`config.mk`:
```
export PLATFORM = sky130hd
export DESIGN_NAME = bspline_basis_eval
export DESIGN_NICKNAME = d
export VERILOG_FILES = /design/src/hdl/bbe_pkg.sv /design/src/hdl/bbe_div.sv /design/src/hdl/bbe_dp.sv /design/src/hdl/bbe_ctrl.sv /design/src/hdl/bspline_basis_eval.sv
export SDC_FILE = /design/constraint.sdc
export NUM_CORES = 2
export LEC_CHECK = 0
export BUFFER_PORTS_ARGS = -buffer_cell sky130_fd_sc_hd__buf_2
export CAP_MARGIN = 15
export CELL_PAD_IN_SITES_DETAIL_PLACEMENT = 1
export CELL_PAD_IN_SITES_GLOBAL_PLACEMENT = 1
export CORE_ASPECT_RATIO = 0.6
export CORE_UTILIZATION = 54
export CTS_BUF_LIST = sky130_fd_sc_hd__clkbuf_8
export CTS_CLUSTER_DIAMETER = 100
export DETAILED_ROUTE_END_ITERATION = 10
export PLACE_DENSITY_LB_ADDON = 0.1
export SKIP_LAST_GASP = 1
export SYNTH_ARGS = -nofsm -noshare
export SYNTH_HDL_FRONTEND = slang
export SYNTH_SLANG_ARGS = --single-unit
```
`constraint.sdc`:
```
create_clock -name aclk -period 9.7 [get_ports aclk]
set_clock_uncertainty 0.05 [all_clocks]
set_input_delay 0 -clock aclk [delete_from_list [all_inputs] [get_ports aclk]]
set_output_delay 0 -clock aclk [all_outputs]
set_load 0.02 [all_outputs]
```
`src/hdl/bbe_pkg.sv`:
```
// Shared types and constants for the B-spline basis evaluator.
`default_nettype none

package bbe_pkg;

    // Size of the knot store and the basis scratch.
    localparam int MAX_CTRL  = 16;
    localparam int MAX_ORDER = 4;
    localparam int DEPTH     = MAX_CTRL + MAX_ORDER;
    localparam int AW        = $clog2(DEPTH);

    // Fixed widths of the arithmetic.
    localparam int KNOT_W = 32;   // knot and t, signed Q16.16
    localparam int DIFF_W = 33;   // difference of two Q16.16 values
    localparam int WORK_W = 17;   // basis value, unsigned Q1.16
    localparam int PROD_W = 51;   // signed difference times basis value
    localparam int MAG_W  = 50;   // magnitude of the product
    localparam int DEN_W  = 33;   // magnitude of the denominator

    localparam logic [WORK_W-1:0] ONE_Q16 = 17'h10000;

    // Configuration port.
    localparam int CFG_IW = 2;
    localparam int CFG_DW = 8;
    localparam logic [CFG_IW-1:0] REG_CTRL_COUNT   = 2'd0;
    localparam logic [CFG_IW-1:0] REG_SPLINE_ORDER = 2'd1;

    // Input commands.
    localparam logic CMD_LOAD = 1'b0;
    localparam logic CMD_EVAL = 1'b1;

    typedef enum logic [1:0] {
        KSEL_J,
        KSEL_J1,
        KSEL_JK,
        KSEL_JK1
    } knot_sel_t;

    typedef enum logic {
        WSEL_J,
        WSEL_J1
    } work_sel_t;

    typedef enum logic [3:0] {
        ST_IDLE,
        ST_FETCH0,
        ST_FETCH1,
        ST_FETCH2,
        ST_FETCH3,
        ST_WAIT,
        ST_L0,
        ST_MUL_A,
        ST_GO_A,
        ST_DIV_A,
        ST_MUL_B,
        ST_GO_B,
        ST_DIV_B,
        ST_SUM,
        ST_OUT_RD,
        ST_OUT_LD
    } state_t;

    typedef struct packed {
        logic      knot_wr;
        logic      t_cap;
        logic      knot_rd;
        knot_sel_t knot_sel;
        logic      work_rd;
        work_sel_t work_sel;
        logic      mul_en;
        logic      mul_sel_b;
        logic      div_go;
        logic      cap_a;
        logic      cap_b;
        logic      l0_wr;
        logic      sum_wr;
        logic      out_rd;
        logic      out_ld;
        logic      out_last;
    } dp_cmd_t;

    typedef struct packed {
        logic div_done;
        logic out_free;
    } dp_stat_t;

endpackage

`default_nettype wire

```
`src/hdl/bbe_div.sv`:
```
// Restoring unsigned divider, one quotient bit per cycle.
`default_nettype none

module bbe_div (
    input  wire logic                       aclk,
    input  wire logic                       aresetn,
    input  wire logic                       start,
    input  wire logic [bbe_pkg::MAG_W-1:0]  dividend,
    input  wire logic [bbe_pkg::DEN_W-1:0]  divisor,
    output logic      [bbe_pkg::MAG_W-1:0]  quotient,
    output logic                            done
);

    localparam int CNT_W = $clog2(bbe_pkg::MAG_W + 1);

    logic                        busy_reg;
    logic                        done_reg;
    logic [CNT_W-1:0]            cnt_reg;
    logic [bbe_pkg::DEN_W-1:0]   rem_reg;
    logic [bbe_pkg::DEN_W-1:0]   rem_next;
    logic [bbe_pkg::MAG_W-1:0]   quo_reg;
    logic [bbe_pkg::DEN_W-1:0]   dvs_reg;
    logic [bbe_pkg::DEN_W+1:0]   trial;
    logic [bbe_pkg::DEN_W:0]     shifted;
    logic                        qbit;

    assign shifted  = {rem_reg, quo_reg[bbe_pkg::MAG_W-1]};
    assign trial    = {1'b0, shifted} - {2'b00, dvs_reg};
    assign qbit     = ~trial[bbe_pkg::DEN_W+1];
    assign rem_next = qbit ? trial[bbe_pkg::DEN_W-1:0] : shifted[bbe_pkg::DEN_W-1:0];

    always_ff @(posedge aclk) begin
        if (!aresetn) begin
            busy_reg <= 1'b0;
            done_reg <= 1'b0;
            cnt_reg  <= '0;
        end else if (start) begin
            busy_reg <= 1'b1;
            done_reg <= 1'b0;
            cnt_reg  <= CNT_W'(bbe_pkg::MAG_W);
        end else if (busy_reg) begin
            cnt_reg <= cnt_reg - 1'b1;
            if (cnt_reg == CNT_W'(1)) begin
                busy_reg <= 1'b0;
                done_reg <= 1'b1;
            end
        end
    end

    always_ff @(posedge aclk) begin
        if (start) begin
            rem_reg <= '0;
            quo_reg <= dividend;
            dvs_reg <= divisor;
        end else if (busy_reg) begin
            rem_reg <= rem_next;
            quo_reg <= {quo_reg[bbe_pkg::MAG_W-2:0], qbit};
        end
    end

    assign quotient = quo_reg;
    assign done     = done_reg;

endmodule

`default_nettype wire

```
`src/hdl/bbe_dp.sv`:
```
// Datapath: knot and basis memories, weighted-term arithmetic and result register.
`default_nettype none

module bbe_dp (
    input  wire logic                        aclk,
    input  wire logic                        aresetn,
    input  wire bbe_pkg::dp_cmd_t            cmd,
    output bbe_pkg::dp_stat_t                stat,
    input  wire logic [bbe_pkg::AW-1:0]      knot_addr,
    input  wire logic [bbe_pkg::AW-1:0]      work_addr,
    input  wire logic [4:0]                  s_knot_index,
    input  wire logic signed [31:0]          s_knot_value,
    input  wire logic signed [31:0]          s_t_value,
    output logic                             m_valid,
    input  wire logic                        m_ready,
    output logic [3:0]                       m_basis_index,
    output logic [16:0]                      m_basis_value,
    output logic                             m_last
);

    localparam int DEPTH = bbe_pkg::DEPTH;
    localparam int AW    = bbe_pkg::AW;
    localparam int PW = bbe_pkg::PROD_W;
    localparam logic signed [PW:0] ONE_WIDE = (PW+1)'(65536);

    logic signed [bbe_pkg::KNOT_W-1:0] knot_mem [DEPTH];
    logic        [bbe_pkg::WORK_W-1:0] work_mem [DEPTH];

    logic signed [bbe_pkg::KNOT_W-1:0] knot_rdata_reg;
    logic        [bbe_pkg::WORK_W-1:0] work_rdata_reg;
    logic                              knot_tag_vld_reg;
    bbe_pkg::knot_sel_t                knot_tag_reg;
    logic                              work_tag_vld_reg;
    bbe_pkg::work_sel_t                work_tag_reg;

    logic signed [bbe_pkg::KNOT_W-1:0] k0_reg, k1_reg, k2_reg, k3_reg, t_reg;
    logic        [bbe_pkg::WORK_W-1:0] w0_reg, w1_reg;

    logic signed [bbe_pkg::DIFF_W-1:0] num_c, den_c, den_reg;
    logic        [bbe_pkg::WORK_W-1:0] w_c;
    logic signed [PW-1:0]              prod_c, prod_reg, q_s, qa_reg, qb_reg;
    logic signed [PW-1:0]              prod_neg, den_neg;
    logic        [bbe_pkg::MAG_W-1:0]  prod_mag, quo;
    logic        [bbe_pkg::DEN_W-1:0]  den_mag;
    logic                              q_neg, den_zero, div_done;
    logic signed [PW:0]                sum_c;
    logic        [bbe_pkg::WORK_W-1:0] sum_clamped, l0_val, work_wdata;

    logic                              m_valid_reg, m_last_reg;
    logic        [3:0]                 m_index_reg;
    logic        [bbe_pkg::WORK_W-1:0] m_value_reg;

    // Memories.
    always_ff @(posedge aclk) begin
        if (cmd.knot_wr && (int'(s_knot_index) < DEPTH)) begin
            knot_mem[AW'(s_knot_index)] <= s_knot_value;
        end
        if (cmd.knot_rd) begin
            knot_rdata_reg <= knot_mem[knot_addr];
        end
        if (cmd.l0_wr || cmd.sum_wr) begin
            work_mem[work_addr] <= work_wdata;
        end
        if (cmd.work_rd || cmd.out_rd) begin
            work_rdata_reg <= work_mem[work_addr];
        end
    end

    // Read tags are registered alongside the read data, so both arrive together.
    always_ff @(posedge aclk) begin
        if (!aresetn) begin
            knot_tag_vld_reg <= 1'b0;
            work_tag_vld_reg <= 1'b0;
        end else begin
            knot_tag_vld_reg <= cmd.knot_rd;
            work_tag_vld_reg <= cmd.work_rd;
        end
    end

    always_ff @(posedge aclk) begin
        knot_tag_reg <= cmd.knot_sel;
        work_tag_reg <= cmd.work_sel;
        if (cmd.t_cap) begin
            t_reg <= s_t_value;
        end
        if (knot_tag_vld_reg) begin
            case (knot_tag_reg)
                bbe_pkg::KSEL_J:   k0_reg <= knot_rdata_reg;
                bbe_pkg::KSEL_J1:  k1_reg <= knot_rdata_reg;
                bbe_pkg::KSEL_JK:  k2_reg <= knot_rdata_reg;
                bbe_pkg::KSEL_JK1: k3_reg <= knot_rdata_reg;
                default:           k0_reg <= knot_rdata_reg;
            endcase
        end
        if (work_tag_vld_reg) begin
            case (work_tag_reg)
                bbe_pkg::WSEL_J:  w0_reg <= work_rdata_reg;
                bbe_pkg::WSEL_J1: w1_reg <= work_rdata_reg;
                default:          w0_reg <= work_rdata_reg;
            endcase
        end
    end

    // Product and denominator of one weighted term.
    always_comb begin
        if (cmd.mul_sel_b) begin
            num_c = {k3_reg[31], k3_reg} - {t_reg[31], t_reg};
            den_c = {k3_reg[31], k3_reg} - {k1_reg[31], k1_reg};
            w_c   = w1_reg;
        end else begin
            num_c = {t_reg[31], t_reg} - {k0_reg[31], k0_reg};
            den_c = {k2_reg[31], k2_reg} - {k0_reg[31], k0_reg};
            w_c   = w0_reg;
        end
        prod_c = num_c * $signed({1'b0, w_c});
    end

    always_ff @(posedge aclk) begin
        if (cmd.mul_en) begin
            prod_reg <= prod_c;
            den_reg  <= den_c;
        end
    end

    assign prod_neg = -prod_reg;
    assign den_neg  = PW'(-den_reg);
    assign prod_mag = prod_reg[PW-1] ? prod_neg[bbe_pkg::MAG_W-1:0]
                                     : prod_reg[bbe_pkg::MAG_W-1:0];
    assign den_mag  = den_reg[bbe_pkg::DIFF_W-1] ? den_neg[bbe_pkg::DEN_W-1:0]
                                                  : den_reg[bbe_pkg::DEN_W-1:0];
    assign q_neg    = prod_reg[PW-1] ^ den_reg[bbe_pkg::DIFF_W-1];
    assign den_zero = (den_reg == '0);

    bbe_div u_div (
        .aclk     (aclk),
        .aresetn  (aresetn),
        .start    (cmd.div_go),
        .dividend (prod_mag),
        .divisor  (den_mag),
        .quotient (quo),
        .done     (div_done)
    );

    // A zero denominator makes the term zero.
    always_comb begin
        if (den_zero) begin
            q_s = '0;
        end else if (q_neg) begin
            q_s = -$signed({1'b0, quo});
        end else begin
            q_s = $signed({1'b0, quo});
        end
    end

    always_ff @(posedge aclk) begin
        if (cmd.cap_a && div_done) begin
            qa_reg <= q_s;
        end
        if (cmd.cap_b && div_done) begin
            qb_reg <= q_s;
        end
    end

    always_comb begin
        sum_c = {qa_reg[PW-1], qa_reg} + {qb_reg[PW-1], qb_reg};
        if (sum_c < 0) begin
            sum_clamped = '0;
        end else if (sum_c > ONE_WIDE) begin
            sum_clamped = bbe_pkg::ONE_Q16;
        end else begin
            sum_clamped = sum_c[bbe_pkg::WORK_W-1:0];
        end
        l0_val     = ((k0_reg <= t_reg) && (t_reg < k1_reg)) ? bbe_pkg::ONE_Q16 : '0;
        work_wdata = cmd.l0_wr ? l0_val : sum_clamped;
    end

    // Result register.
    always_ff @(posedge aclk) begin
        if (!aresetn) begin
            m_valid_reg <= 1'b0;
        end else if (cmd.out_ld) begin
            m_valid_reg <= 1'b1;
        end else if (m_ready) begin
            m_valid_reg <= 1'b0;
        end
    end

    always_ff @(posedge aclk) begin
        if (cmd.out_ld) begin
            m_index_reg <= 4'(work_addr);
            m_value_reg <= work_rdata_reg;
            m_last_reg  <= cmd.out_last;
        end
    end

    assign m_valid       = m_valid_reg;
    assign m_basis_index = m_index_reg;
    assign m_basis_value = m_value_reg;
    assign m_last        = m_last_reg;

    assign stat.div_done = div_done;
    assign stat.out_free = !m_valid_reg || m_ready;

    assert property (@(posedge aclk) disable iff (!aresetn)
        cmd.out_ld |-> (!m_valid_reg || m_ready))
        else $error("result register overwritten before transfer");

    assert property (@(posedge aclk) disable iff (!aresetn)
        cmd.div_go |=> !div_done)
        else $error("divider done right after start");

    assert property (@(posedge aclk) disable iff (!aresetn)
        (cmd.l0_wr && cmd.sum_wr) |-> 1'b0)
        else $error("two basis writes in one cycle");

endmodule

`default_nettype wire

```
`src/hdl/bbe_ctrl.sv`:
```
// Controller: configuration registers and the recursion sequencer.
`default_nettype none

module bbe_ctrl (
    input  wire logic                          aclk,
    input  wire logic                          aresetn,
    input  wire logic                          s_valid,
    output logic                               s_ready,
    input  wire logic                          s_cmd,
    input  wire logic                          cfg_valid,
    output logic                               cfg_ready,
    input  wire logic [bbe_pkg::CFG_IW-1:0]    cfg_index,
    input  wire logic [bbe_pkg::CFG_DW-1:0]    cfg_data,
    output bbe_pkg::dp_cmd_t                   cmd,
    input  wire bbe_pkg::dp_stat_t             stat,
    output logic [bbe_pkg::AW-1:0]             knot_addr,
    output logic [bbe_pkg::AW-1:0]             work_addr
);

    localparam int MAX_CTRL  = bbe_pkg::MAX_CTRL;
    localparam int MAX_ORDER = bbe_pkg::MAX_ORDER;
    localparam int AW        = bbe_pkg::AW;
    localparam int CW = $clog2(MAX_CTRL + 1);
    localparam int OW = $clog2(MAX_ORDER + 1);

    bbe_pkg::state_t state_reg, state_next;
    logic [AW-1:0]   j_reg, j_next;
    logic [OW-1:0]   k_reg, k_next;
    logic [CW-1:0]   nc_reg, nc_c;
    logic [OW-1:0]   ord_reg, ord_c;
    logic [4:0]      ctrl_count_reg;
    logic [2:0]      spline_order_reg;
    logic            accept, last_span, last_level, last_out;

    assign accept    = s_valid && s_ready;
    assign s_ready   = (state_reg == bbe_pkg::ST_IDLE);
    assign cfg_ready = 1'b1;

    always_ff @(posedge aclk) begin
        if (!aresetn) begin
            ctrl_count_reg   <= 5'd4;
            spline_order_reg <= 3'd4;
        end else if (cfg_valid) begin
            case (cfg_index)
                bbe_pkg::REG_CTRL_COUNT:   ctrl_count_reg   <= cfg_data[4:0];
                bbe_pkg::REG_SPLINE_ORDER: spline_order_reg <= cfg_data[2:0];
                default: ;
            endcase
        end
    end

    // Registers are saturated to their legal ranges when an evaluation starts.
    always_comb begin
        if (ctrl_count_reg < 5'd2) begin
            nc_c = CW'(2);
        end else if (int'(ctrl_count_reg) > MAX_CTRL) begin
            nc_c = CW'(MAX_CTRL);
        end else begin
            nc_c = CW'(ctrl_count_reg);
        end
        if (spline_order_reg < 3'd1) begin
            ord_c = OW'(1);
        end else if (int'(spline_order_reg) > MAX_ORDER) begin
            ord_c = OW'(MAX_ORDER);
        end else begin
            ord_c = OW'(spline_order_reg);
        end
    end

    always_ff @(posedge aclk) begin
        if (accept && (s_cmd == bbe_pkg::CMD_EVAL)) begin
            nc_reg  <= nc_c;
            ord_reg <= ord_c;
        end
    end

    assign last_span  = int'(j_reg) == int'(nc_reg) + int'(ord_reg) - 2 - int'(k_reg);
    assign last_level = int'(k_reg) == int'(ord_reg) - 1;
    assign last_out   = int'(j_reg) == int'(nc_reg) - 1;

    always_ff @(posedge aclk) begin
        if (!aresetn) begin
            state_reg <= bbe_pkg::ST_IDLE;
            j_reg     <= '0;
            k_reg     <= '0;
        end else begin
            state_reg <= state_next;
            j_reg     <= j_next;
            k_reg     <= k_next;
        end
    end

    // Next state and loop counters.
    always_comb begin
        state_next = state_reg;
        j_next     = j_reg;
        k_next     = k_reg;
        case (state_reg)
            bbe_pkg::ST_IDLE: begin
                if (accept && (s_cmd == bbe_pkg::CMD_EVAL)) begin
                    state_next = bbe_pkg::ST_FETCH0;
                    j_next     = '0;
                    k_next     = '0;
                end
            end
            bbe_pkg::ST_FETCH0: state_next = bbe_pkg::ST_FETCH1;
            bbe_pkg::ST_FETCH1: state_next = bbe_pkg::ST_FETCH2;
            bbe_pkg::ST_FETCH2: state_next = bbe_pkg::ST_FETCH3;
            bbe_pkg::ST_FETCH3: state_next = bbe_pkg::ST_WAIT;
            bbe_pkg::ST_WAIT: begin
                state_next = (k_reg == '0) ? bbe_pkg::ST_L0 : bbe_pkg::ST_MUL_A;
            end
            bbe_pkg::ST_MUL_A: state_next = bbe_pkg::ST_GO_A;
            bbe_pkg::ST_GO_A:  state_next = bbe_pkg::ST_DIV_A;
            bbe_pkg::ST_DIV_A: begin
                if (stat.div_done) begin
                    state_next = bbe_pkg::ST_MUL_B;
                end
            end
            bbe_pkg::ST_MUL_B: state_next = bbe_pkg::ST_GO_B;
            bbe_pkg::ST_GO_B:  state_next = bbe_pkg::ST_DIV_B;
            bbe_pkg::ST_DIV_B: begin
                if (stat.div_done) begin
                    state_next = bbe_pkg::ST_SUM;
                end
            end
            bbe_pkg::ST_L0, bbe_pkg::ST_SUM: begin
                if (last_span) begin
                    j_next = '0;
                    if (last_level) begin
                        state_next = bbe_pkg::ST_OUT_RD;
                    end else begin
                        k_next     = k_reg + 1'b1;
                        state_next = bbe_pkg::ST_FETCH0;
                    end
                end else begin
                    j_next     = j_reg + 1'b1;
                    state_next = bbe_pkg::ST_FETCH0;
                end
            end
            bbe_pkg::ST_OUT_RD: state_next = bbe_pkg::ST_OUT_LD;
            bbe_pkg::ST_OUT_LD: begin
                if (stat.out_free) begin
                    if (last_out) begin
                        state_next = bbe_pkg::ST_IDLE;
                    end else begin
                        j_next     = j_reg + 1'b1;
                        state_next = bbe_pkg::ST_OUT_RD;
                    end
                end
            end
            default: state_next = bbe_pkg::ST_IDLE;
        endcase
    end

    // Datapath commands and addresses.
    always_comb begin
        cmd       = '0;
        knot_addr = j_reg;
        work_addr = j_reg;
        case (state_reg)
            bbe_pkg::ST_IDLE: begin
                cmd.knot_wr = accept && (s_cmd == bbe_pkg::CMD_LOAD);
                cmd.t_cap   = accept && (s_cmd == bbe_pkg::CMD_EVAL);
            end
            bbe_pkg::ST_FETCH0: begin
                cmd.knot_rd  = 1'b1;
                cmd.knot_sel = bbe_pkg::KSEL_J;
            end
            bbe_pkg::ST_FETCH1: begin
                cmd.knot_rd  = 1'b1;
                cmd.knot_sel = bbe_pkg::KSEL_J1;
                knot_addr    = AW'(int'(j_reg) + 1);
                cmd.work_rd  = (k_reg != '0);
                cmd.work_sel = bbe_pkg::WSEL_J;
            end
            bbe_pkg::ST_FETCH2: begin
                cmd.knot_rd  = 1'b1;
                cmd.knot_sel = bbe_pkg::KSEL_JK;
                knot_addr    = AW'(int'(j_reg) + int'(k_reg));
                cmd.work_rd  = (k_reg != '0);
                cmd.work_sel = bbe_pkg::WSEL_J1;
                work_addr    = AW'(int'(j_reg) + 1);
            end
            bbe_pkg::ST_FETCH3: begin
                cmd.knot_rd  = 1'b1;
                cmd.knot_sel = bbe_pkg::KSEL_JK1;
                knot_addr    = AW'(int'(j_reg) + int'(k_reg) + 1);
            end
            bbe_pkg::ST_L0:    cmd.l0_wr  = 1'b1;
            bbe_pkg::ST_MUL_A: cmd.mul_en = 1'b1;
            bbe_pkg::ST_GO_A:  cmd.div_go = 1'b1;
            bbe_pkg::ST_DIV_A: cmd.cap_a  = 1'b1;
            bbe_pkg::ST_MUL_B: begin
                cmd.mul_en    = 1'b1;
                cmd.mul_sel_b = 1'b1;
            end
            bbe_pkg::ST_GO_B:  cmd.div_go = 1'b1;
            bbe_pkg::ST_DIV_B: cmd.cap_b  = 1'b1;
            bbe_pkg::ST_SUM:   cmd.sum_wr = 1'b1;
            bbe_pkg::ST_OUT_RD: cmd.out_rd = 1'b1;
            bbe_pkg::ST_OUT_LD: begin
                cmd.out_ld   = stat.out_free;
                cmd.out_last = last_out;
            end
            default: ;
        endcase
    end

    assert property (@(posedge aclk) disable iff (!aresetn)
        (accept && (s_cmd == bbe_pkg::CMD_EVAL)) |=>
        (state_reg == bbe_pkg::ST_FETCH0 && j_reg == '0 && k_reg == '0))
        else $error("evaluation did not start at the first span of level zero");

    assert property (@(posedge aclk) disable iff (!aresetn)
        (state_reg == bbe_pkg::ST_SUM) |-> (k_reg != '0))
        else $error("weighted sum written at level zero");

    assert property (@(posedge aclk) disable iff (!aresetn)
        (state_reg == bbe_pkg::ST_OUT_LD && stat.out_free && !last_out) |=>
        (state_reg == bbe_pkg::ST_OUT_RD))
        else $error("result sequence stopped early");

endmodule

`default_nettype wire

```
`src/hdl/bspline_basis_eval.sv`:
```
// Top level of the Cox-de Boor B-spline basis evaluator.
`default_nettype none

// Channel   Direction  Handshake            Payload
// s_        in         s_valid / s_ready    s_cmd, s_knot_index, s_knot_value, s_t_value
// m_        out        m_valid / m_ready    m_basis_index, m_basis_value, m_last
// cfg_      in         cfg_valid/cfg_ready  cfg_index, cfg_data
//
// An evaluation with n = ctrl_count + order knots walks the n-1 spans of level zero
// and then the n-1-k spans at every higher level k, running the shared divider twice
// per span, and sends one result per control point. Reset is synchronous and active
// low; the knot store holds garbage until written. A stalled result holds the
// sequencer; the input side is ready again once the last result of an evaluation
// sits in the output register.

module bspline_basis_eval (
    input  wire logic                          aclk,
    input  wire logic                          aresetn,
    input  wire logic                          s_valid,
    output logic                               s_ready,
    input  wire logic                          s_cmd,
    input  wire logic [4:0]                    s_knot_index,
    input  wire logic signed [31:0]            s_knot_value,
    input  wire logic signed [31:0]            s_t_value,
    output logic                               m_valid,
    input  wire logic                          m_ready,
    output logic [3:0]                         m_basis_index,
    output logic [16:0]                        m_basis_value,
    output logic                               m_last,
    input  wire logic                          cfg_valid,
    output logic                               cfg_ready,
    input  wire logic [bbe_pkg::CFG_IW-1:0]    cfg_index,
    input  wire logic [bbe_pkg::CFG_DW-1:0]    cfg_data
);

    // The knot store and the basis scratch each hold MAX_CTRL + MAX_ORDER entries.
    bbe_pkg::dp_cmd_t         cmd;
    bbe_pkg::dp_stat_t        stat;
    logic [bbe_pkg::AW-1:0]   knot_addr;
    logic [bbe_pkg::AW-1:0]   work_addr;

    // The controller walks levels and spans and tells the datapath what to do.
    bbe_ctrl u_ctrl (
        .aclk      (aclk),
        .aresetn   (aresetn),
        .s_valid   (s_valid),
        .s_ready   (s_ready),
        .s_cmd     (s_cmd),
        .cfg_valid (cfg_valid),
        .cfg_ready (cfg_ready),
        .cfg_index (cfg_index),
        .cfg_data  (cfg_data),
        .cmd       (cmd),
        .stat      (stat),
        .knot_addr (knot_addr),
        .work_addr (work_addr)
    );

    // The datapath holds the memories, the multiplier, the divider and the
    // result register that decouples the output transfer from the sequencer.
    bbe_dp u_dp (
        .aclk          (aclk),
        .aresetn       (aresetn),
        .cmd           (cmd),
        .stat          (stat),
        .knot_addr     (knot_addr),
        .work_addr     (work_addr),
        .s_knot_index  (s_knot_index),
        .s_knot_value  (s_knot_value),
        .s_t_value     (s_t_value),
        .m_valid       (m_valid),
        .m_ready       (m_ready),
        .m_basis_index (m_basis_index),
        .m_basis_value (m_basis_value),
        .m_last        (m_last)
    );

endmodule

`default_nettype wire

```
==> results_dict.tcl <==
set metrics [dict create \
    crit_required_ns 10.34 \
    synth_cell_type_count 93 \
    antenna_found_initial 15 \
    synth_cells 8348 \
    final.period_utilization 0.972 \
    utilization 0.613 \
    clk_path_buf_depth 4 \
    grt_pass1_vias 73400 \
    syn_nets 9367 \
    synth_top_family_by_area "adder cells" \
    finalMaxSlewViolations 0 \
    grtUsageMet3 0.0620 \
    cpPeakStageDelay_ns 0.57 \
    grt_first_pass_wirelength_mm 461 \
    largest_reg_flops 640 \
    slowest_stage "fa_1" \
    first_iter_violations 7358 \
    grt_usage 0.347 \
    top_usage_layer "met2" \
    r2r_cells 39 \
    ioPinCount 110 \
    holdCritPathClass "primary input to flip-flop" \
    grt_start_max_net_pins 197 \
    fin_nets 9819 \
    seq_area_frac_synth 0.497 \
    critPathKind "flip-flop to flip-flop" \
    ant_nets 0 \
    syn_area_sq_um 94600 \
    drive_above_1_share 0.113 \
    startpoint_type "flip-flop" \
    vias_per_cell 6.18 \
    tightest_slew_ns 1.21 \
    cp_common_cell "fa_1" \
    holdPathStages 5 \
    use_met1 0.514 \
    final_cell_mix "edfxtp_1, nand2_1, inv_1, fa_1, ha_1" \
    max_slew_margin 0.193 \
    cts_tree "yes" \
    fmax_ghz 0.106 \
    hold_viol 0 \
    layout_setup_ws_ns 0.268 \
    crit_fanout 5 \
    synthMuxAreaShare 0.0249 \
    synth_xor_area_frac 0.0331 \
    wirelength_mm 308 \
    grtUsageMet2 0.533 \
    yosys.area_share.simple 0.131 \
    root_buffer "clkbuf_8" \
    cap_viol_max_count 0 \
    std_cell_rows 118 \
    min_from "cfg_valid" \
    drc 0 \
    status "finished clean" \
    synth-async-reset-ratio 0 \
    largestRegisters "u_dp.knot_mem x640, u_dp.work_mem x340" \
    ys_warn_count 0 \
    synth_top_area_frac 0.483 \
    htree_levels 4 \
    rsz0062_at_grt "yes" \
    clock_latency_ns 1.01 \
    ys.flop_type "edfxtp_1" \
    synth_top_area_cell "edfxtp_1" \
    ys_ff_latch 1589 \
    cp_data_arrival_time_ns 10.07 \
    synthTopCellsByArea "edfxtp_1, fa_1, nand2_1" \
    synth_fa_ha_area_frac 0.167 \
    synth_edf_count 1522 \
    regToRegStartpoint "u_dp.t_reg[1]" \
    gp_congestion 0.958 \
    pre_cts_ws_ns -0.580 \
    cts_inserted_buffers 239 \
    die_y_um 326 \
    vias 70000 \
    clkSinkCount 1589 \
    startpoint "u_dp.t_reg[1]" \
    initial_core_util 0.546 \
    dr.pass1.iters 5 \
    die-area_sq_um 177000 \
    core_sq_um 173000 \
    grt.overflow.total 0 \
    synth_compound_area_frac 0.0998 \
    period_needed_ns 9.43 \
    hpwlAfterDp_mm 212 \
    routedWlPerCell_um 27.2 \
    mostFrequentLayoutCell "edfxtp_1" \
    clkTransAtPathRegs_ns 0.07 \
    fp.dieW_um 542 \
    port_buffers 105 \
    setup_viol 0 \
    endpoint_kind "flip-flop" \
    syn_avg_cell_area_sq_um 11.3 \
    largest_register "u_dp.knot_mem" \
    area_growth_pct 12.2 \
]
==> worst paths after layout <==
kind / slack [ns] / endpoint
max reg2reg: 0.27 / u_dp.prod_reg[44]
min reg2reg: 0.40 / u_dp.k0_reg[1]
max: 0.27 / u_dp.prod_reg[44]
min: 0.10 / u_ctrl.spline_order_reg[1]
==> logic make-up (layout without fill, tap and decap cells) <==
kind of cell / after synthesis / in the layout
and+or+nand+nor: 2737 / 2737
muxes: 128 / 128
buffers and inverters: 1177 / 1813
DFF: 1589 / 1589
adders and majority gates: 934 / 934
other: 1 / 6
xor gates and xnor gates: 357 / 357
AOI/OAI and AO/OA: 1425 / 1425
==> final cells by class <==
class | count | area [sq um]
Fill cell | 18000 | 67100
Sequential cell | 1589 | 47000
Multi-Input combinational cell | 5582 | 44000
Timing Repair Buffer | 570 | 4690
Clock buffer | 242 | 3330
Inverter | 818 | 3070
Tap cell | 2340 | 2930
Clock inverter | 183 | 1030
Antenna cell | 5 | 12.5
==> synthesized netlist by cell type (92+ instances only) <==
cell type and instances:
xor2_1 153, inv_1 816, nand2_1 1379, nor3_1 92
nand3_1 289, edfxtp_1 1522, clkbuf_1 307, and2_1 147
ha_1 389, and3_1 97, a21oi_1 338, o21ai_0 274
a21o_1 129, fa_1 545, a311oi_1 102, xnor2_1 204
nor2_1 396
==> critical path: cells and delay by family, from the launching register on <==
family / cells / cell delay (ns)
fa+ha+maj: 8 / 3.73
flops: 1 / 0.42
mux: 1 / 0.13
buf+inv: 9 / 1.11
simple gates: 3 / 0.33
compound gates: 16 / 2.96
xor+xnor: 2 / 0.40
==> routing by layer <==
layer  vias up  wire (um)
met5         -        105
met4        14       7440
met3       476      26300
met2      3062     139000
met1     36200     135000
li1      30300          -
==> per-stage QoR <==
step	hold WS (ns)	instances	instance area [sq um]	TNS (ns)
3_3_place_gp	0.126	10700	99500	-0.751
3_5_place_dp	0.129	10700	99500	-4.99
4_1_cts	0.00456	11300	106000	-0.00665
2_1_floorplan	0.0489	8348	94600	0
6_report	0.102	11300	106000	0
5_1_grt	0.0485	11300	106000	-0.400
==> repair_timing <==
item                                   4_1_cts  5_1_grt
hold buffers                               169        0
buffers inserted                             1        8
setup endpoints to repair                   15       18
pin swaps                                    1       18
resized for setup                           13       61
endpoints found under the hold margin      895        0
Power is left out: the tool's default activity adds up to more than one toggle a clock period on the data nets, which glitch-free logic cannot reach.
